[src/hdl/imgi_pkg.sv]
package imgi_pkg;

  localparam int MAX_WIDTH     = 256;
  localparam int MAX_HEIGHT    = 256;
  localparam int FRACTION_BITS = 8;

  localparam int DEPTH   = MAX_WIDTH * MAX_HEIGHT;
  localparam int ADDR_W  = $clog2(DEPTH);
  localparam int COL_W   = $clog2(MAX_WIDTH);
  localparam int ROW_W   = $clog2(MAX_HEIGHT);
  localparam int DIM_W   = 9;
  localparam int POS_W   = 12;
  localparam int QUERY_W = 20;
  localparam int VAL_W   = 32;
  // signed neighbour coordinate, room for floor(q)+1 and for col/row
  localparam int COORD_W = ((QUERY_W - FRACTION_BITS > POS_W) ?
                            (QUERY_W - FRACTION_BITS) : POS_W) + 1;
  localparam int W_W     = 2 * FRACTION_BITS + 1;
  localparam int PROD_W  = VAL_W + W_W + 1;

  localparam int CMDQ_DEPTH = 2;

  localparam int PADDR_W = 4;
  localparam int PDATA_W = 32;

  typedef enum logic [1:0] {
    MODE_WRITE,
    MODE_INC,
    MODE_NULL,
    MODE_INTERP
  } mode_t;

  typedef enum logic [1:0] {
    REG_WIDTH,
    REG_HEIGHT,
    REG_OUT_VALUE,
    REG_OUT_NULL
  } reg_idx_t;

  typedef enum logic [2:0] {
    ST_CLEAR,
    ST_IDLE,
    ST_UPD_WR,
    ST_INT_RD,
    ST_INT_END
  } state_t;

  typedef struct packed {
    mode_t                     mode;
    logic signed [POS_W-1:0]   col;
    logic signed [POS_W-1:0]   row;
    logic signed [VAL_W-1:0]   pixel_value;
    logic                      value_is_null;
    logic signed [QUERY_W-1:0] query_x;
    logic signed [QUERY_W-1:0] query_y;
  } in_item_t;

  typedef struct packed {
    logic signed [VAL_W-1:0] interp_value;
    logic                    interp_is_null;
  } out_item_t;

  typedef struct packed {
    logic [DIM_W-1:0]        image_width;
    logic [DIM_W-1:0]        image_height;
    logic signed [VAL_W-1:0] outside_value;
    logic                    outside_is_null;
  } cfg_t;

  typedef struct packed {
    logic [ADDR_W-1:0] addr;
    logic              in_img;
    logic [W_W-1:0]    wgt;
  } nbr_t;

  // nbr[0] is the target pixel of an update, or a00; then a10, a01, a11
  typedef struct packed {
    mode_t                   mode;
    nbr_t [3:0]              nbr;
    logic signed [VAL_W-1:0] value;
    logic                    value_is_null;
  } cmd_t;

endpackage

[src/hdl/imgi_cmdq.sv]
module imgi_cmdq (
  input  logic           clk,
  input  logic           rst_n,
  input  logic           push,
  input  imgi_pkg::cmd_t wr_cmd,
  output logic           full,
  input  logic           pop,
  output imgi_pkg::cmd_t head,
  output logic           empty
);
  import imgi_pkg::*;

  localparam int PTR_W = (CMDQ_DEPTH > 1) ? $clog2(CMDQ_DEPTH) : 1;
  localparam int CNT_W = $clog2(CMDQ_DEPTH + 1);
  localparam logic [PTR_W-1:0] LAST_PTR = PTR_W'(CMDQ_DEPTH - 1);
  localparam logic [CNT_W-1:0] FULL_CNT = CNT_W'(CMDQ_DEPTH);

  cmd_t             slot_r [CMDQ_DEPTH];
  logic [PTR_W-1:0] wr_ptr_r, wr_ptr_nxt, rd_ptr_r, rd_ptr_nxt;
  logic [CNT_W-1:0] cnt_r, cnt_nxt;
  logic             do_push, do_pop;

  assign full    = (cnt_r == FULL_CNT);
  assign empty   = (cnt_r == '0);
  assign head    = slot_r[rd_ptr_r];
  assign do_push = push & !full;
  assign do_pop  = pop & !empty;

  always_comb begin
    wr_ptr_nxt = wr_ptr_r;
    rd_ptr_nxt = rd_ptr_r;
    cnt_nxt    = cnt_r;
    if (do_push) begin
      wr_ptr_nxt = (wr_ptr_r == LAST_PTR) ? '0 : wr_ptr_r + PTR_W'(1);
    end
    if (do_pop) begin
      rd_ptr_nxt = (rd_ptr_r == LAST_PTR) ? '0 : rd_ptr_r + PTR_W'(1);
    end
    if (do_push && !do_pop) begin
      cnt_nxt = cnt_r + CNT_W'(1);
    end else if (do_pop && !do_push) begin
      cnt_nxt = cnt_r - CNT_W'(1);
    end
  end

  always_ff @(posedge clk) begin
    if (!rst_n) begin
      wr_ptr_r <= '0;
      rd_ptr_r <= '0;
      cnt_r    <= '0;
    end else begin
      wr_ptr_r <= wr_ptr_nxt;
      rd_ptr_r <= rd_ptr_nxt;
      cnt_r    <= cnt_nxt;
    end
  end

  always_ff @(posedge clk) begin
    if (do_push) begin
      slot_r[wr_ptr_r] <= wr_cmd;
    end
  end

endmodule

[config.mk]
export PLATFORM = sky130hd
export DESIGN_NAME = imgi_cmdq
export DESIGN_NICKNAME = d
export VERILOG_FILES = /design/src/hdl/imgi_pkg.sv /design/src/hdl/imgi_cmdq.sv
export SDC_FILE = /design/constraint.sdc
export NUM_CORES = 1
export LEC_CHECK = 0
export ABC_CLOCK_PERIOD_IN_PS = 18400
export BUFFER_PORTS_ARGS = -buffer_cell sky130_fd_sc_hd__buf_2
export CAP_MARGIN = 20
export CORE_UTILIZATION = 56
export DETAILED_ROUTE_END_ITERATION = 7
export PLACE_DENSITY = 0.83
export SETUP_SLACK_MARGIN = 0.1
export SLEW_MARGIN = 20
export SYNTH_ARGS = -nofsm -noshare
export SYNTH_HDL_FRONTEND = slang
export SYNTH_SLANG_ARGS = --single-unit
[constraint.sdc]
create_clock -name clk -period 18.4 [get_ports clk]
set_clock_uncertainty 0.2 [all_clocks]
set_input_delay 1.84 -clock clk [delete_from_list [all_inputs] [get_ports clk]]
set_output_delay 1.84 -clock clk [all_outputs]
set_load 0.01 [all_outputs]
==> flow_summary.toml <==
[power_and_ir_drop]
power_frac_comb_pct = 23.8
switching_share_pct = 25.8
irDropWorstVdd_uv = 120
p_clk_share_pct = 31.1
p_per_area_nw_per_um2 = 143
power.switching_w = 0.000596
p_int_w = 0.00172
leakage_nw = 6.22
seq_power_share_pct = 45.1

[place]
io_buffers = 347
dp_hpwl_um = 16300
dpl-instance-area_um2 = 14900
gp_congestion = 0.819
dpl.cell_count = 1176

[status]
status = "complete, no violations"

[cells_and_area]
area_growth_pct = 24.8
fillers = 1394
finish.instance_area_um2 = 16100
nets = 1107
utilization_pct = 71.3
drive_gt1_share_pct = 60.1
fin_cells = 1244

[logic_synthesis]
synth_fa_ha_area_share_pct = 0.0968
synth_enable_flop_cells = 342
synthCells = 557
synth-xor-area-share_pct = 0.203
synth_area_leaders = "edfxtp_1, mux2_4, mux2_2"
synth_mux_area_share_pct = 17.5
syn_nets = 733
synth_area_um2 = 12900
synth_top_cell_by_area = "edfxtp_1"
synth_cell_types = 21
yosysTopAreaCellShare_pct = 79.4
synth_top_family_by_area = "multiplexers"
ys.flop_type = "edfxtp_1"
synth_seq_cells = 347
yosysMostFrequentCell = "edfxtp_1"
async_flop_share_pct = 0
synthSimpleGateAreaFrac_pct = 0.426
synth_compound_area_share_pct = 0.252
yosysWarnings = 0
ys_seq_area_share_pct = 80.2
synthTopCellsByCount = "edfxtp_1, mux2_4, mux2_2"
synth.avg_cell_area_um2 = 23.2

[floorplanning]
io_pins = 348
core.rowCount = 55
die_h_um = 154
start_util_pct = 57.1
fp.dieW_um = 154
core_um2 = 22600
die_area_um2 = 23700

[cts]
path_clk_slew_ns = 0.06
cts_resized = 0
clk_latency_ns = 0.49
ctsHoldBuffers = 0
clock_path_buffers = 3
post_cts_buffers = 0
cts-root-buf = "clkbuf_16"
numClockSinks = 347
cts_tree = "yes"
h-tree-depth = 2
cts_buffers = 37

[critical_path]
worst_ep_arrival_time_ns = 3.04
cp.depth = 3
critPathMaxFanout = 63
critPathSlowestCell = "dfxtp_4"
worstPathRequired_ns = 16.36
crit_family = "buffers and inverters"
cp.buffers_inverters = 2
r2r_slack_ns = 15.62
r2r_cells = 5
crit_chain = "buf_4 -> mux2_2 -> buf_2"
cp-start-kind = "flop"
crit_type = "flop to output pin"
endpoint_kind = "output pin"
critical-path-max-stage-delay_ns = 0.95

[timing]
finalCriticalPeriod_ns = 5.08
rsz0062_at_grt = "no"
finalSetupTns_ns = 0
finalSetupViolCount = 0
slew_headroom_pct = 30.3
fmax_mhz = 197
worstMarginPinSlew_ns = 1.05
drv_slew = 0
hold_viol = 0
min_period_over_period_pct = 27.6

[run]
drv_cap = 0

[routing]
drt_pass1_iterations = 4
drc = 0
wl_per_cell_um = 19.7
viasPerCell = 5.21
final_antenna_net_count = 0
first_iter_violations = 311
vias = 6480
postRouteWirelength_um = 24500

[grt]
grt_pass1_wl_um = 36000
grt_pass1_vias = 6706
track_usage_pct = 20.1
grt_remaining_overflow = 0
grt_max_degree = 76
antenna_found_initial = 3

[worst_hold_path]
hold_depth = 2
hold_class = "flop to flop"
-- per-stage QoR --
step                setup WS [ns]  power (W)  hold WS (ns)
floorplan                    9.04    0.00144         0.283
global placement            13.86    0.00160         0.307
detailed placement          13.80    0.00161         0.337
CTS                         13.27    0.00234         0.354
global route                13.17    0.00240         0.385
finish                      13.32    0.00231         0.360
-- power by group through the flow --
| stage | clock network [W] | logic, W | registers (W) |
|---|---|---|---|
| 4_1_cts | 0.000735 | 0.000555 | 0.00105 |
| 3_3_place_gp | 0 | 0.000543 | 0.00105 |
| 2_1_floorplan | 0 | 0.000388 | 0.00105 |
| 6_report | 0.000719 | 0.000549 | 0.00104 |
| 5_1_grt | 0.000763 | 0.000584 | 0.00105 |
| 3_5_place_dp | 0 | 0.000552 | 0.00106 |
-- worst register-to-register path, delay by kind of cell (launching register included) --
family,cells,cell delay [ns]
buffers and inverters,3,1.12
and+or+nand+nor,2,0.57
DFF,1,0.43
-- path summary, 6_finish.rpt --
| check | from | to |
|---|---|---|
| max | flop | head[25] |
| min | cnt_r[1] | cnt_r[1] |
| max reg2reg | cnt_r[0] | slot_r[0][85] |
| min reg2reg | cnt_r[1] | cnt_r[1] |
-- placed cells by master, fill, tap and decap left out, types with 2 or more instances in the layout --
master,Yosys,final
dfxtp_1,5,4
clkinv_2,0,2
clkinv_1,0,7
clkbuf_16,0,37
buf_2,8,347
mux2_2,81,81
buf_4,0,6
edfxtp_1,342,342
xnor2_1,2,2
bufinv_16,0,5
diode_2,0,3
clkbuf_1,0,10
nor2_1,2,2
mux2_4,90,90
inv_1,2,2
and2_1,3,3
-- state kept, by name (all words and copies together) (netlist names), named ones only --
signal    flops
rd_ptr_r      1
wr_ptr_r      1
slot_r      342
cnt_r         2
-- routing by layer --
layer	GRT usage (%)	up-vias	share of wire [%]
met1	23.4	3145	38
met3	6.14	45	8.6
met2	35.2	308	51
li1	-	2982	-
met4	7.14	0	2.1
met5	0	-	0
-- cell type report --
type,instances,area [um^2],share of cell area (%)
inverters,2,7.51,0.0465
flip-flops and latches,347,10400,64.3
diodes,3,7.51,0.0465
clock buffers,48,977,6.06
clock inverters,16,211,1.31
well taps,285,357,2.21
repair buffers,354,1800,11.1
multi-input cells,189,2400,14.9
-- cell families (layout without fill, tap and decap cells) --
kind of cell,Yosys count,after routing
AOI/OAI and AO/OA,5,5
xor gates and xnor gates,3,3
adders and majority gates,1,1
buffers and inverters,21,420
DFF,347,347
muxes,171,171
other,0,3
and+or+nand+nor,9,9
(Power assumes the default switching activity.)
