[config.mk]
export PLATFORM = sky130hd
export DESIGN_NAME = imgi_front
export DESIGN_NICKNAME = d
export VERILOG_FILES = /design/src/hdl/imgi_pkg.sv /design/src/hdl/imgi_front.sv
export SDC_FILE = /design/constraint.sdc
export NUM_CORES = 1
export LEC_CHECK = 0
export BUFFER_PORTS_ARGS = -buffer_cell sky130_fd_sc_hd__buf_2
export CORE_ASPECT_RATIO = 2
export CORE_MARGIN = 2
export CORE_UTILIZATION = 51
export DETAILED_ROUTE_END_ITERATION = 8
export PLACE_DENSITY = 0.81
export SLEW_MARGIN = 20
export SYNTH_ARGS = -nofsm -noshare
export SYNTH_HDL_FRONTEND = slang
export SYNTH_SLANG_ARGS = --single-unit
[constraint.sdc]
create_clock -name vclk -period 4.7
set_input_delay 0 -clock vclk [all_inputs]
set_output_delay 0 -clock vclk [all_outputs]
set_load 0.01 [all_outputs]
[src/hdl/imgi_pkg.sv]
package imgi_pkg;

  localparam int MAX_WIDTH     = 256;
  localparam int MAX_HEIGHT    = 256;
  localparam int FRACTION_BITS = 8;

  localparam int DEPTH   = MAX_WIDTH * MAX_HEIGHT;
  localparam int ADDR_W  = $clog2(DEPTH);
  localparam int COL_W   = $clog2(MAX_WIDTH);
  localparam int ROW_W   = $clog2(MAX_HEIGHT);
  localparam int DIM_W   = 9;
  localparam int POS_W   = 12;
  localparam int QUERY_W = 20;
  localparam int VAL_W   = 32;
  // signed neighbour coordinate, room for floor(q)+1 and for col/row
  localparam int COORD_W = ((QUERY_W - FRACTION_BITS > POS_W) ?
                            (QUERY_W - FRACTION_BITS) : POS_W) + 1;
  localparam int W_W     = 2 * FRACTION_BITS + 1;
  localparam int PROD_W  = VAL_W + W_W + 1;

  localparam int CMDQ_DEPTH = 2;

  localparam int PADDR_W = 4;
  localparam int PDATA_W = 32;

  typedef enum logic [1:0] {
    MODE_WRITE,
    MODE_INC,
    MODE_NULL,
    MODE_INTERP
  } mode_t;

  typedef enum logic [1:0] {
    REG_WIDTH,
    REG_HEIGHT,
    REG_OUT_VALUE,
    REG_OUT_NULL
  } reg_idx_t;

  typedef enum logic [2:0] {
    ST_CLEAR,
    ST_IDLE,
    ST_UPD_WR,
    ST_INT_RD,
    ST_INT_END
  } state_t;

  typedef struct packed {
    mode_t                     mode;
    logic signed [POS_W-1:0]   col;
    logic signed [POS_W-1:0]   row;
    logic signed [VAL_W-1:0]   pixel_value;
    logic                      value_is_null;
    logic signed [QUERY_W-1:0] query_x;
    logic signed [QUERY_W-1:0] query_y;
  } in_item_t;

  typedef struct packed {
    logic signed [VAL_W-1:0] interp_value;
    logic                    interp_is_null;
  } out_item_t;

  typedef struct packed {
    logic [DIM_W-1:0]        image_width;
    logic [DIM_W-1:0]        image_height;
    logic signed [VAL_W-1:0] outside_value;
    logic                    outside_is_null;
  } cfg_t;

  typedef struct packed {
    logic [ADDR_W-1:0] addr;
    logic              in_img;
    logic [W_W-1:0]    wgt;
  } nbr_t;

  // nbr[0] is the target pixel of an update, or a00; then a10, a01, a11
  typedef struct packed {
    mode_t                   mode;
    nbr_t [3:0]              nbr;
    logic signed [VAL_W-1:0] value;
    logic                    value_is_null;
  } cmd_t;

endpackage

[src/hdl/imgi_front.sv]
module imgi_front (
  input  imgi_pkg::in_item_t in_item,
  input  imgi_pkg::cfg_t     cfg,
  output imgi_pkg::cmd_t     cmd
);
  import imgi_pkg::*;

  localparam logic [COORD_W-2:0] MAX_W_C = (COORD_W-1)'(MAX_WIDTH);
  localparam logic [COORD_W-2:0] MAX_H_C = (COORD_W-1)'(MAX_HEIGHT);
  localparam logic [ADDR_W-1:0]  MAX_W_A = ADDR_W'(MAX_WIDTH);
  localparam logic [FRACTION_BITS:0] S_C = (FRACTION_BITS+1)'(1 << FRACTION_BITS);
  localparam logic signed [COORD_W-1:0] ONE_C = COORD_W'(1);

  logic [COORD_W-2:0]          eff_w, eff_h, dim_w, dim_h;
  logic signed [COORD_W-1:0]   base_c, base_r, next_c, next_r;
  logic [FRACTION_BITS:0]      fx, fy, sx, sy;
  logic [2*FRACTION_BITS+1:0]  p00, p10, p01, p11;

  function automatic nbr_t locate(logic signed [COORD_W-1:0] c,
                                  logic signed [COORD_W-1:0] r,
                                  logic [COORD_W-2:0] ew,
                                  logic [COORD_W-2:0] eh);
    logic [ADDR_W-1:0] rr;
    logic [ADDR_W-1:0] cc;
    nbr_t              n;
    rr       = ADDR_W'(r[ROW_W-1:0]);
    cc       = ADDR_W'(c[COL_W-1:0]);
    n.addr   = rr * MAX_W_A + cc;
    n.in_img = !c[COORD_W-1] && !r[COORD_W-1] &&
               (c[COORD_W-2:0] < ew) && (r[COORD_W-2:0] < eh);
    n.wgt    = '0;
    return n;
  endfunction

  always_comb begin
    dim_w = (COORD_W-1)'(cfg.image_width);
    dim_h = (COORD_W-1)'(cfg.image_height);
    eff_w = (dim_w > MAX_W_C) ? MAX_W_C : dim_w;
    eff_h = (dim_h > MAX_H_C) ? MAX_H_C : dim_h;

    fx  = {1'b0, in_item.query_x[FRACTION_BITS-1:0]};
    fy  = {1'b0, in_item.query_y[FRACTION_BITS-1:0]};
    sx  = S_C - fx;
    sy  = S_C - fy;
    p00 = sx * sy;
    p10 = fx * sy;
    p01 = sx * fy;
    p11 = fx * fy;

    if (in_item.mode == MODE_INTERP) begin
      base_c = COORD_W'(in_item.query_x >>> FRACTION_BITS);
      base_r = COORD_W'(in_item.query_y >>> FRACTION_BITS);
    end else begin
      base_c = COORD_W'(in_item.col);
      base_r = COORD_W'(in_item.row);
    end
    next_c = base_c + ONE_C;
    next_r = base_r + ONE_C;

    cmd.mode          = in_item.mode;
    cmd.value         = in_item.pixel_value;
    cmd.value_is_null = in_item.value_is_null;
    cmd.nbr[0]        = locate(base_c, base_r, eff_w, eff_h);
    cmd.nbr[1]        = locate(next_c, base_r, eff_w, eff_h);
    cmd.nbr[2]        = locate(base_c, next_r, eff_w, eff_h);
    cmd.nbr[3]        = locate(next_c, next_r, eff_w, eff_h);
    cmd.nbr[0].wgt    = p00[W_W-1:0];
    cmd.nbr[1].wgt    = p10[W_W-1:0];
    cmd.nbr[2].wgt    = p01[W_W-1:0];
    cmd.nbr[3].wgt    = p11[W_W-1:0];
  end

endmodule

==> impl_metrics.csv <==
group,metric,value,unit
die,fp.dieW,110,um
setup_path,cp.arrival,4840,ps
route,drcViolationCount,0,
global_route,grt_pass1_vias,11800,
sta,whs,0.00327,ps
layout,antenna_cells,0,
sta,relSlewSlack,29.7,%
placed_design,port_buffers,221,
min_path,hold_path_depth,0,
layout,layout.nets,2239,
layout,layout-drive-gt1-share,33.1,%
sta,setup_viol,11,
setup_path,cp-end-kind,"primary output",
power,p_total,6.31,mW
sta,hold_viol,0,
yosys,avgSynthCellArea,7.96,um2
job,drv_cap,0,
global_route,grt_use_met1,28.6,%
layout,stdcell_count,2012,
yosys,ys_seq_area_share,0,%
die,placementRows,77,
route,drtIter0Drc,577,
setup_path,cp-start-kind,"input port",
route,wl_per_cell,18.9,um
placed_design,gp_congestion,0.925,
yosys,synthCells,1436,
layout,design.seq.count,0,
global_route,grt_max_degree,35,
sta,period_minus_slack,4840,ps
route,routed_wl,38100,um
route,ant_nets,0,
setup_path,path_max_fanout,6,
placed_design,dp_hpwl,30600,um
die,dieArea,23700,um2
power,ir_drop,0.506,mV
placed_design,placed_cell_area,13600,um2
sta,worst_slew_pin_slew,1050,ps
setup_path,worstPathRequired,4700,ps
global_route,gr-usage-met3,3.17,%
yosys,ys_types,55,
sta,finalSetupTns,-999,ps
die,die_height,216,um
die,io_pins,321,
die,fp.coreArea,22100,um2
sta,finalMaxSlewViolations,0,
sta,rsz0062_at_grt,"true",
sta,clock.fmax,207,MHz
layout,area_growth,28.5,%
setup_path,critPathKind,"in -> out",
setup_path,crit_slowest_cell,"xnor2_1",
layout,clkbuf_count,0,
global_route,gr-usage-all-layers,31.4,%
die,start_util,51.8,%
power,leakage,7.90,nW
outcome,outcome,"complete, but fails checks",
route,via_count,11100,
route,viasPerCell,5.53,
clock_network,holdBufCountCts,0,
layout,layout_commonest_cell,"inv_1",
power,cellPowerDensity,429,nW/um2
setup_path,path_cells,"buf_6 -> nor2_4 -> nand2_4 -> xnor2_1 -> nor2_1 -> fa_1 -> fa_1 -> inv_1 -> fa_1 -> fa_1 -> inv_1 -> ha_4 -> o21a_4 -> o31ai_4 -> a21oi_2 -> nor3_2 -> nor3b_2 -> nor2_1 -> xnor2_1 -> buf_2",
layout,ff_latch_area,0,um2
setup_path,cpPeakStageDelay,820,ps
sta,min_period_over_period,103,%
global_route,grt_antenna_before_repair,1,
global_route,met2_usage,59.6,%
layout,final_cell_mix,"inv_1, buf_2, buf_4",
min_path,min_path_type,"in -> out",
global_route,grt-busiest-layer,"met2",
yosys,yosysWarnings,0,
placed_design,post-place-cells,1987,
sta,timing.final.ws_setup,-141,ps
global_route,grt_pass1_wl,57700,um
yosys,syn_nets,1937,
outcome,violations,"negative setup slack",
global_route,grt-ovfl-total,0,
setup_path,critical_path.most_common_cell,"fa_1",
route,drt_first_pass_iters,7,
layout,final_cell_area,14700,um2
yosys,synth_area,11400,um2
[repair_timing]
action / 4_1_cts / 5_1_grt
cloned: 0 / 1
endpoints found under the setup margin: 24 / 24
setup buffers: 17 / 13
pin swaps: 102 / 70
resized for setup: 110 / 79
[worst max-delay path, delay by kind of cell]
| kind | cells | cell delay (ps) |
|---|---|---|
| adder cells (fa/ha/maj) | 5 | 2210 |
| buffers and inverters | 4 | 380 |
| AND/OR/NAND/NOR | 6 | 860 |
| AO/OA/AOI/OAI | 3 | 410 |
| XOR/XNOR | 2 | 970 |
[synth_stat cells, types with 4 or more instances]
library cell / instances / area, um2
nand2b_1: 8 / 50.1
nor3_1: 14 / 70.1
xnor2_1: 58 / 508
clkbuf_1: 41 / 154
ha_1: 182 / 2280
o21a_1: 14 / 105
nor2_1: 90 / 338
nand4_1: 6 / 37.5
xor2_1: 25 / 219
fa_1: 169 / 3380
a31oi_1: 5 / 31.3
mux2i_1: 13 / 130
or3_1: 7 / 43.8
and3_1: 5 / 31.3
nor4_1: 5 / 31.3
nor2b_1: 8 / 50.1
a21o_1: 12 / 90.1
nand3_1: 16 / 80.1
nand2_1: 157 / 589
a211oi_1: 5 / 37.5
buf_4: 71 / 533
a21oi_1: 40 / 200
and2_1: 125 / 782
o21ai_0: 34 / 170
o31a_1: 4 / 35.0
o211ai_1: 4 / 30.0
inv_1: 266 / 998
[cell type report]
| type | count | area, um2 |
|---|---|---|
| fill | 1677 | 7380 |
| tap | 276 | 345 |
| multi-input combinational | 1050 | 10600 |
| timing repair buffer | 416 | 2710 |
| inverter | 270 | 1030 |
[cells by family after synthesis]
logic type               synth area share (%)
AND/OR/NAND/NOR                          19.6
buffers and inverters                    15.2
adder cells (fa/ha/maj)                  49.5
AO/OA/AOI/OAI                            7.96
XOR/XNOR                                 6.36
multiplexers                             1.34
other                                  0.0328
[per-stage QoR]
stage          util (%)  setup WS, ps
5_1_grt            66.6          -347
3_5_place_dp       61.7          -481
2_1_floorplan         -          12.2
4_1_cts            64.7          -140
3_3_place_gp       61.7          -371
6_report           66.6          -141
[per-layer routing]
metal,share of wire (%),vias to the layer above
li1,-,5013
met1,30,5412
met5,0,-
met3,5.3,208
met2,54,501
met4,11,0
[path summary, 6_finish.rpt]
check,to,from,slack [ps]
min,cmd[16],in_item[56],0.003
max,cmd[47],in_item[3],-140
[power breakdown]
group | internal (mW) | switching (mW)
sequential | 0 | 0
combinational | 3.03 | 3.27
clock | 0 | 0
total | 3.03 | 3.27
No activity file was read; power rests on OpenSTA's default activity.
