===== src/hdl/imgi_pkg.sv =====
package imgi_pkg;

  localparam int MAX_WIDTH     = 256;
  localparam int MAX_HEIGHT    = 256;
  localparam int FRACTION_BITS = 8;

  localparam int DEPTH   = MAX_WIDTH * MAX_HEIGHT;
  localparam int ADDR_W  = $clog2(DEPTH);
  localparam int COL_W   = $clog2(MAX_WIDTH);
  localparam int ROW_W   = $clog2(MAX_HEIGHT);
  localparam int DIM_W   = 9;
  localparam int POS_W   = 12;
  localparam int QUERY_W = 20;
  localparam int VAL_W   = 32;
  // signed neighbour coordinate, room for floor(q)+1 and for col/row
  localparam int COORD_W = ((QUERY_W - FRACTION_BITS > POS_W) ?
                            (QUERY_W - FRACTION_BITS) : POS_W) + 1;
  localparam int W_W     = 2 * FRACTION_BITS + 1;
  localparam int PROD_W  = VAL_W + W_W + 1;

  localparam int CMDQ_DEPTH = 2;

  localparam int PADDR_W = 4;
  localparam int PDATA_W = 32;

  typedef enum logic [1:0] {
    MODE_WRITE,
    MODE_INC,
    MODE_NULL,
    MODE_INTERP
  } mode_t;

  typedef enum logic [1:0] {
    REG_WIDTH,
    REG_HEIGHT,
    REG_OUT_VALUE,
    REG_OUT_NULL
  } reg_idx_t;

  typedef enum logic [2:0] {
    ST_CLEAR,
    ST_IDLE,
    ST_UPD_WR,
    ST_INT_RD,
    ST_INT_END
  } state_t;

  typedef struct packed {
    mode_t                     mode;
    logic signed [POS_W-1:0]   col;
    logic signed [POS_W-1:0]   row;
    logic signed [VAL_W-1:0]   pixel_value;
    logic                      value_is_null;
    logic signed [QUERY_W-1:0] query_x;
    logic signed [QUERY_W-1:0] query_y;
  } in_item_t;

  typedef struct packed {
    logic signed [VAL_W-1:0] interp_value;
    logic                    interp_is_null;
  } out_item_t;

  typedef struct packed {
    logic [DIM_W-1:0]        image_width;
    logic [DIM_W-1:0]        image_height;
    logic signed [VAL_W-1:0] outside_value;
    logic                    outside_is_null;
  } cfg_t;

  typedef struct packed {
    logic [ADDR_W-1:0] addr;
    logic              in_img;
    logic [W_W-1:0]    wgt;
  } nbr_t;

  // nbr[0] is the target pixel of an update, or a00; then a10, a01, a11
  typedef struct packed {
    mode_t                   mode;
    nbr_t [3:0]              nbr;
    logic signed [VAL_W-1:0] value;
    logic                    value_is_null;
  } cmd_t;

endpackage


===== src/hdl/imgi_regs.sv =====
module imgi_regs (
  input  logic                          clk,
  input  logic                          rst_n,
  input  logic                          cfg_psel,
  input  logic                          cfg_penable,
  input  logic                          cfg_pwrite,
  input  logic [imgi_pkg::PADDR_W-1:0]  cfg_paddr,
  input  logic [imgi_pkg::PDATA_W-1:0]  cfg_pwdata,
  output logic [imgi_pkg::PDATA_W-1:0]  cfg_prdata,
  output logic                          cfg_pready,
  output imgi_pkg::cfg_t                cfg
);
  import imgi_pkg::*;

  cfg_t     cfg_r, cfg_nxt;
  reg_idx_t idx;
  logic     wr_en;

  assign idx        = reg_idx_t'(cfg_paddr[3:2]);
  assign wr_en      = cfg_psel & cfg_penable & cfg_pwrite;
  assign cfg_pready = 1'b1;
  assign cfg        = cfg_r;

  always_comb begin
    cfg_nxt = cfg_r;
    if (wr_en) begin
      unique case (idx)
        REG_WIDTH:     cfg_nxt.image_width     = cfg_pwdata[DIM_W-1:0];
        REG_HEIGHT:    cfg_nxt.image_height    = cfg_pwdata[DIM_W-1:0];
        REG_OUT_VALUE: cfg_nxt.outside_value   = cfg_pwdata[VAL_W-1:0];
        REG_OUT_NULL:  cfg_nxt.outside_is_null = cfg_pwdata[0];
        default:       cfg_nxt = cfg_r;
      endcase
    end
  end

  always_comb begin
    unique case (idx)
      REG_WIDTH:     cfg_prdata = PDATA_W'(cfg_r.image_width);
      REG_HEIGHT:    cfg_prdata = PDATA_W'(cfg_r.image_height);
      REG_OUT_VALUE: cfg_prdata = PDATA_W'(cfg_r.outside_value);
      REG_OUT_NULL:  cfg_prdata = PDATA_W'(cfg_r.outside_is_null);
      default:       cfg_prdata = '0;
    endcase
  end

  always_ff @(posedge clk) begin
    if (!rst_n) begin
      cfg_r.image_width     <= DIM_W'(256);
      cfg_r.image_height    <= DIM_W'(256);
      cfg_r.outside_value   <= '0;
      cfg_r.outside_is_null <= 1'b0;
    end else begin
      cfg_r <= cfg_nxt;
    end
  end

endmodule


===== config.mk =====
export PLATFORM = sky130hd
export DESIGN_NAME = imgi_regs
export DESIGN_NICKNAME = d
export VERILOG_FILES = /design/src/hdl/imgi_pkg.sv /design/src/hdl/imgi_regs.sv
export SDC_FILE = /design/constraint.sdc
export NUM_CORES = 1
export LEC_CHECK = 0
export ABC_AREA = 0
export BUFFER_PORTS_ARGS = -buffer_cell sky130_fd_sc_hd__buf_2
export CAP_MARGIN = 20
export CORE_AREA = 2 2 68 86
export CTS_CLUSTER_SIZE = 8
export DETAILED_ROUTE_END_ITERATION = 10
export DIE_AREA = 0 0 70 88
export PLACE_DENSITY = 0.85
export SYNTH_ARGS = -nofsm -noshare
export SYNTH_HDL_FRONTEND = slang
export SYNTH_SLANG_ARGS = --single-unit

===== constraint.sdc =====
create_clock -name clk -period 1.45 [get_ports clk]
set_input_delay 0.29 -clock clk [delete_from_list [all_inputs] [get_ports clk]]
set_output_delay 0.29 -clock clk [all_outputs]
set_load 0.02 [all_outputs]

==> results of run 1 <==
## timing repair
action | CTS | global route
setup buffers | 1 | 0
resized for setup | 5 | 46
gates cloned | 0 | 2
pin swaps | 0 | 0
setup endpoints to repair | 2 | 9
hold buffers | 0 | 0
## path summary, 6_finish.rpt
path	startpoint	end	slack [ns]	cells after the start
worst max-delay path	cfg[0]	cfg_prdata[0]	-0.08	2
worst min-delay path	cfg_pwdata[18]	cfg[19]	0.23	3
worst max register to register	cfg[0]	cfg[0]	0.70	3
worst min register to register	cfg[31]	cfg[31]	0.47	2
## metal layers
metal | vias to the layer above | GRT usage | routed length, um
met1 | 1037 | 0.214 | 2380
li1 | 1097 | - | -
met4 | 0 | 0.0699 | 58
met2 | 82 | 0.338 | 3240
met5 | - | 0 | 0
met3 | 6 | 0.0483 | 444
## worst max-delay path, stage by stage, from the launching register on
cell and delay [ns]:
dfxtp_2 0.33, mux4_2 0.48, buf_6 0.15
## final cells by class
class | instances | area, um2 | share of cell area
Multi-Input combinational cell | 190 | 1210 | 0.366
Sequential cell | 51 | 1030 | 0.310
Timing Repair Buffer | 138 | 920 | 0.278
Tap cell | 64 | 80.1 | 0.0242
Clock buffer | 6 | 72.6 | 0.0219
## cells by family after synthesis
| group | count (synthesis) | synth area share |
|---|---|---|
| other | 1 | 0.00161 |
| AO/OA/AOI/OAI | 10 | 0.0237 |
| buffers and inverters | 21 | 0.0463 |
| flip-flops | 51 | 0.439 |
| multiplexers | 59 | 0.259 |
| AND/OR/NAND/NOR | 120 | 0.230 |
## synth_stat cells
cell type   n
buf_4       4
dfxtp_1    51
o31ai_1     1
nor3b_1     1
mux2i_1    58
nor3_1      1
clkbuf_1   11
buf_6       1
nor2b_1     4
conb_1      1
or3b_1      1
nand3_2     1
o211ai_1    1
nand2_1    89
and2_1     23
buf_2       5
mux4_2      1
o21ai_0     8
## metrics by stage
step	cells	util	total power, mW	setup TNS [ns]
CTS	447	0.594	2.50	-0.100
floorplan	262	-	1.62	0
global route	449	0.621	2.60	-0.274
finish	449	0.621	2.48	-0.0805
global placement	440	0.576	1.75	0
detailed placement	440	0.576	1.75	-0.0216
## power breakdown
part	internal (mW)	switching, mW	total, mW
sequential	1.42	0.0131	1.43
clock	0.322	0.411	0.733
combinational	0.146	0.172	0.319
==> results.yml, run 1 <==
worst_setup_path:
  worstPathArrival_ns: 1.24
  path_class: "flip-flop to output pin"
  worstPathMaxFanout: 2
  end_kind: "output pin"
  start_kind: "flip-flop"
  required_ns: 1.16
die:
  die_width_um: 70
  fp.dieArea_um2: 6160
  core_region_area_um2: 5330
  rows: 30
  die_h_um: 88
  pin_count: 125
  initial_core_util: 0.436
cells_and_area:
  antenna_cells: 0
  drive_gt1_frac: 0.395
  area_growth_pct: 42.5
  final_nets: 427
  layout_commonest_cell: "buf_2"
  final_cell_mix: "buf_2 (94), nand2_1 (89), mux2i_1 (58), dfxtp_1 (47), buf_4 (30)"
  largest_register_ff_count: 51
  stdcell_area_um2: 3310
  n_fill_cell: 470
route:
  totalWireLength_um: 6120
  ant_nets: 0
  first_iter_violations: 84
  num_vias: 2222
  wl_per_cell_um: 13.6
  drcViolationCount: 0
  drtPass1Iterations: 4
  post_drt_via_cell_ratio: 4.95
logic_synthesis:
  ys_types: 18
  synth-seq-cells: 51
  yosysSeqAreaShare: 0.439
  synth.top_cell.area_share: 0.439
  synthCells: 262
  synth.cell_area_um2: 2320
  synth_area_leaders: "dfxtp_1 (44%), mux2i_1 (25%), nand2_1 (14%)"
  mappedNetlistNets: 303
  yosys_warnings: 0
  syn_avg_cell_area_um2: 8.87
  synth_area_leader_cell: "dfxtp_1"
grt:
  grt_pass1_wl_um: 9360
  grt_pass1_vias: 2052
  gr-total-overflow: 0
  grt.total_usage: 0.187
  grt_antenna_before_repair: 0
  grt_max_degree: 56
timing:
  period_share: 1.06
  holdWs_ns: 0.231
  grt_setup_unrepaired: "true"
  fmax_mhz: 653
  drv_slew: 0
  finClkSkew_ns: 0
  hold_viol: 0
  finalSetupViolCount: 1
  fin_crit_ns: 1.53
  fin_ws_ns: -0.0805
outcome:
  violations: "negative setup slack"
  status: "finished with violations"
place:
  place_hpwl_um: 4220
  placed_cell_area_um2: 3070
  gp_congestion: 0.742
  io_buffer_count: 121
  place_ws_ns: -0.0137
clocking:
  cts_buffers: 5
  cts_tree: "yes"
  worstSkewPairLatency_ns: 0.29
  cts_root_buf: "clkbuf_8"
  clkTransAtPathRegs_ns: 0.08
  htreeDepth: 2
  cts_sinks: 51
  clockBufferDepth: 2
pwr:
  leakage_nw: 1.61
  power_density_nw_per_um2: 750
  irDropWorstVdd_mv: 0.513
min_path:
  hold_path_class: "input pin to flip-flop"
flow_run:
  drv_cap: 0
Note: power is estimated with default switching activity, not from simulation.
==> run 2: changes to the inputs <==
Clock period 1.45 ns to 1.5 ns, I/O delays scaled along.
==> results.yml, run 2 (same netlist as run 1, synthesis figures left out) <==
route:
  drtPass1Iterations: 4
  post_drt_via_cell_ratio: 4.82
  totalWireLength_um: 5740
  ant_nets: 0
  drcViolationCount: 0
  first_iter_violations: 84
  num_vias: 2168
  wl_per_cell_um: 12.8
clocking:
  worstSkewPairLatency_ns: 0.30
  cts_root_buf: "clkbuf_8"
  htreeDepth: 2
  ctsHoldBuffers: 0
  cts_tree: "yes"
  clkTransAtPathRegs_ns: 0.09
  cts_sinks: 51
  clockBufferDepth: 2
  cts_buffers: 5
grt:
  grt_pass1_vias: 1999
  grt_pass1_wl_um: 9280
  gr-total-overflow: 0
  grt_antenna_before_repair: 0
  grt.total_usage: 0.187
  grt_max_degree: 23
pwr:
  p_total_mw: 2.53
  power_density_nw_per_um2: 795
  irDropWorstVdd_mv: 0.592
  leakage_nw: 1.59
timing:
  fin_ws_ns: -0.0526
  drv_slew: 0
  finClkSkew_ns: 0
  grt_setup_unrepaired: "true"
  hold_viol: 0
  fin_crit_ns: 1.55
  period_share: 1.04
  finalSetupViolCount: 1
  fmax_mhz: 644
cells_and_area:
  antenna_cells: 0
  largest_register_ff_count: 51
  layout_commonest_cell: "buf_2"
  area_growth_pct: 36.7
  final_nets: 426
  final_cell_mix: "buf_2 (118), nand2_1 (89), mux2i_1 (58), dfxtp_1 (50), and2_1 (23)"
  drive_gt1_frac: 0.391
  n_fill_cell: 473
worst_setup_path:
  required_ns: 1.20
  worstPathMaxFanout: 2
  worstPathArrival_ns: 1.25
  start_kind: "flip-flop"
  end_kind: "output pin"
  path_class: "flip-flop to output pin"
die:
  core_region_area_um2: 5330
  pin_count: 125
  fp.dieArea_um2: 6160
  rows: 30
  die_width_um: 70
  initial_core_util: 0.436
  die_h_um: 88
place:
  io_buffer_count: 121
  gp_congestion: 0.742
  place_ws_ns: 0.0217
  place_hpwl_um: 4370
outcome:
  violations: "negative setup slack"
  status: "finished with violations"
flow_run:
  drv_cap: 0
min_path:
  hold_path_class: "input pin to flip-flop"
run 2: cell count changes in the layout (fill, tap and decap cells not counted), sizes merged:
cell / previous run / this run
clkinvlp: 0 / 1
run 2: through the flow:
| stage | util | cells | instance area, um2 | hold slack (ns) | setup TNS [ns] |
|---|---|---|---|---|---|
| 4_1_cts | 0.593 | 450 | 3160 | 0.221 | -0.0687 |
| 3_5_place_dp | 0.570 | 441 | 3040 | 0.460 | 0 |
| 5_1_grt | 0.596 | 450 | 3180 | 0.230 | -0.0833 |
| 6_report | 0.596 | 450 | 3180 | 0.231 | -0.0526 |
| 3_3_place_gp | 0.570 | 441 | 3040 | 0.450 | 0 |
| 2_1_floorplan | - | 262 | 2320 | 0.442 | 0 |
run 2: layout make-up:
cell class	count	area [um2]	area share
Multi-Input combinational cell	190	1210	0.382
Sequential cell	51	1020	0.322
Clock buffer	7	96.3	0.0303
Timing Repair Buffer	137	757	0.238
Clock inverter	1	7.51	0.00236
Tap cell	64	80.1	0.0252
run 2: per-layer routing:
layer / vias up / wire length [um] / global-route usage
met5: - / 0 / 0
met2: 85 / 2870 / 0.341
li1: 1094 / - / -
met1: 979 / 2350 / 0.213
met4: 0 / 90 / 0.0629
met3: 10 / 428 / 0.0472
run 2: repair_timing:
action                                  4_1_cts  5_1_grt
buffers inserted                              1        0
resized for setup                             3        6
endpoints found under the setup margin        1        8
run 2: final timing paths:
| check | from | end | slack (ns) | cells past startpoint |
|---|---|---|---|---|
| worst max-delay path | cfg[0] | cfg_prdata[0] | -0.05 | 2 |
| worst min-delay path | cfg_pwdata[29] | cfg[30] | 0.23 | 3 |
| worst max register to register | cfg[0] | cfg[0] | 0.76 | 3 |
| worst min register to register | cfg[13] | cfg[13] | 0.47 | 2 |
run 2: critical path: stages (launching register included):
cell and delay [ns]:
dfxtp_2 0.33, mux4_2 0.47, buf_6 0.15
run 2: power by group:
| part | total [mW] | leakage (nW) | switching (mW) | internal, mW |
|---|---|---|---|---|
| clock network | 0.867 | 0.0505 | 0.447 | 0.420 |
| registers | 1.38 | 0.412 | 0.0124 | 1.37 |
| logic | 0.276 | 1.13 | 0.158 | 0.117 |
==> run 3: changes to the inputs <==
Settings changed: BUFFER_PORTS_ARGS -buffer_cell sky130_fd_sc_hd__buf_2 to unset, CORE_AREA 2 2 68 86 to 2 2 58 74, DIE_AREA 0 0 70 88 to 0 0 60 76, DONT_BUFFER_PORTS set to 1, PLACE_DENSITY 0.85 to 0.83.
==> results.yml, run 3 (same netlist as run 1, synthesis figures left out) <==
grt:
  grt_pass1_vias: 1742
  grt_pass1_wl_um: 7490
  grt.total_usage: 0.208
  grt_antenna_before_repair: 0
  gr-total-overflow: 0
  grt_max_degree: 85
timing:
  finalSetupViolCount: 1
  grt_setup_unrepaired: "true"
  fin_crit_ns: 1.51
  period_share: 1.01
  hold_viol: 0
  fin_ws_ns: -0.00818
  holdWs_ns: 0.138
  finClkSkew_ns: 0
  drv_slew: 0
  fmax_mhz: 663
clocking:
  cts_sinks: 51
  cts_root_buf: "clkbuf_8"
  cts_tree: "yes"
  htreeDepth: 2
  worstSkewPairLatency_ns: 0.29
  clockBufferDepth: 2
  clkTransAtPathRegs_ns: 0.09
  cts_buffers: 5
  post_cts_buffers: 0
worst_setup_path:
  rr_worst_depth: 3
  end_kind: "output pin"
  cp_slowest_cell: "mux4_2"
  required_ns: 1.20
  path_class: "flip-flop to output pin"
  crit_family: "multiplexers"
  worstPathArrival_ns: 1.21
  reg2reg_slack_ns: 0.72
  reg2reg_from: "cfg[41]"
  worstPathMaxFanout: 3
  crit_chain: "mux4_2"
  crit_path_max_incr_delay_ns: 0.55
  r2r-end: "cfg[41]"
  start_kind: "flip-flop"
  path_buf_inv: 0
min_path:
  min_to: "cfg[49]"
  hold_path_class: "input pin to flip-flop"
  holdCritStartpoint: "rst_n"
  hold_depth: 2
die:
  core_region_area_um2: 3940
  die_width_um: 60
  pin_count: 125
  die_h_um: 76
  initial_core_util: 0.591
  fp.dieArea_um2: 4560
  rows: 26
route:
  ant_nets: 0
  wl_per_cell_um: 14.2
  drtPass1Iterations: 4
  first_iter_violations: 70
  post_drt_via_cell_ratio: 5.35
  totalWireLength_um: 4820
  num_vias: 1813
  drcViolationCount: 0
pwr:
  irDropWorstVdd_mv: 0.848
  power_density_nw_per_um2: 929
  leakage_nw: 1.09
  p_total_mw: 2.50
place:
  place_ws_ns: 0.210
  place_hpwl_um: 3530
  io_buffer_count: 0
  gp_congestion: 0.740
  dpl.cell_count: 331
cells_and_area:
  drive_gt1_frac: 0.177
  final_nets: 323
  area_growth_pct: 15.7
  antenna_cells: 0
  final_cell_mix: "nand2_1 (89), mux2i_1 (58), dfxtp_1 (48), buf_4 (33), and2_1 (23)"
  fin_util: 0.683
  stdcell_count: 339
  largest_register_ff_count: 51
  layout_commonest_cell: "nand2_1"
outcome:
  violations: "negative setup slack"
  status: "finished with violations"
flow_run:
  drv_cap: 0
[run 3: worst max-delay path by stage]
stage,start,to,cells past startpoint,slack (ns)
floorplan,cfg_paddr[2],cfg_prdata[8],3,0.09
global placement,cfg_paddr[3],cfg_prdata[3],5,0.23
detailed placement,cfg_pwrite,cfg[30],4,0.21
CTS,cfg[33],cfg_prdata[0],1,-0.02
global route,cfg[33],cfg_prdata[0],1,-0.03
finish,cfg[33],cfg_prdata[0],1,-0.008
[run 3: metal layers]
layer | up-vias | GRT usage | share of wire
li1 | 893 | - | -
met1 | 829 | 0.203 | 0.39
met2 | 87 | 0.395 | 0.52
met3 | 4 | 0.0611 | 0.084
met4 | 0 | 0.0667 | 0.0062
met5 | - | 0 | 0
[run 3: final cells by class]
type | count | area (um2)
clock inverter | 2 | 35.0
clock buffer | 6 | 82.6
tap | 56 | 70.1
fill | 322 | 1250
sequential | 51 | 1020
multi-input combinational | 190 | 1210
timing repair buffer | 34 | 268
[run 3: what timing repair did]
action,in CTS,in global routing
resized for setup,2,1
setup endpoints to repair,1,2
hold buffers,0,0
pin swaps,0,0
[run 3: power by group]
group	internal (mW)	switching, mW
Clock	0.540	0.424
Combinational	0.0608	0.0770
Sequential	1.37	0.0253
[run 3: stage by stage]
| stage | instance area (um2) | setup TNS [ns] |
|---|---|---|
| 2_1_floorplan | 2320 | 0 |
| 3_3_place_gp | 2570 | 0 |
| 3_5_place_dp | 2570 | 0 |
| 4_1_cts | 2690 | -0.0232 |
| 5_1_grt | 2690 | -0.0308 |
| 6_report | 2690 | -0.00818 |
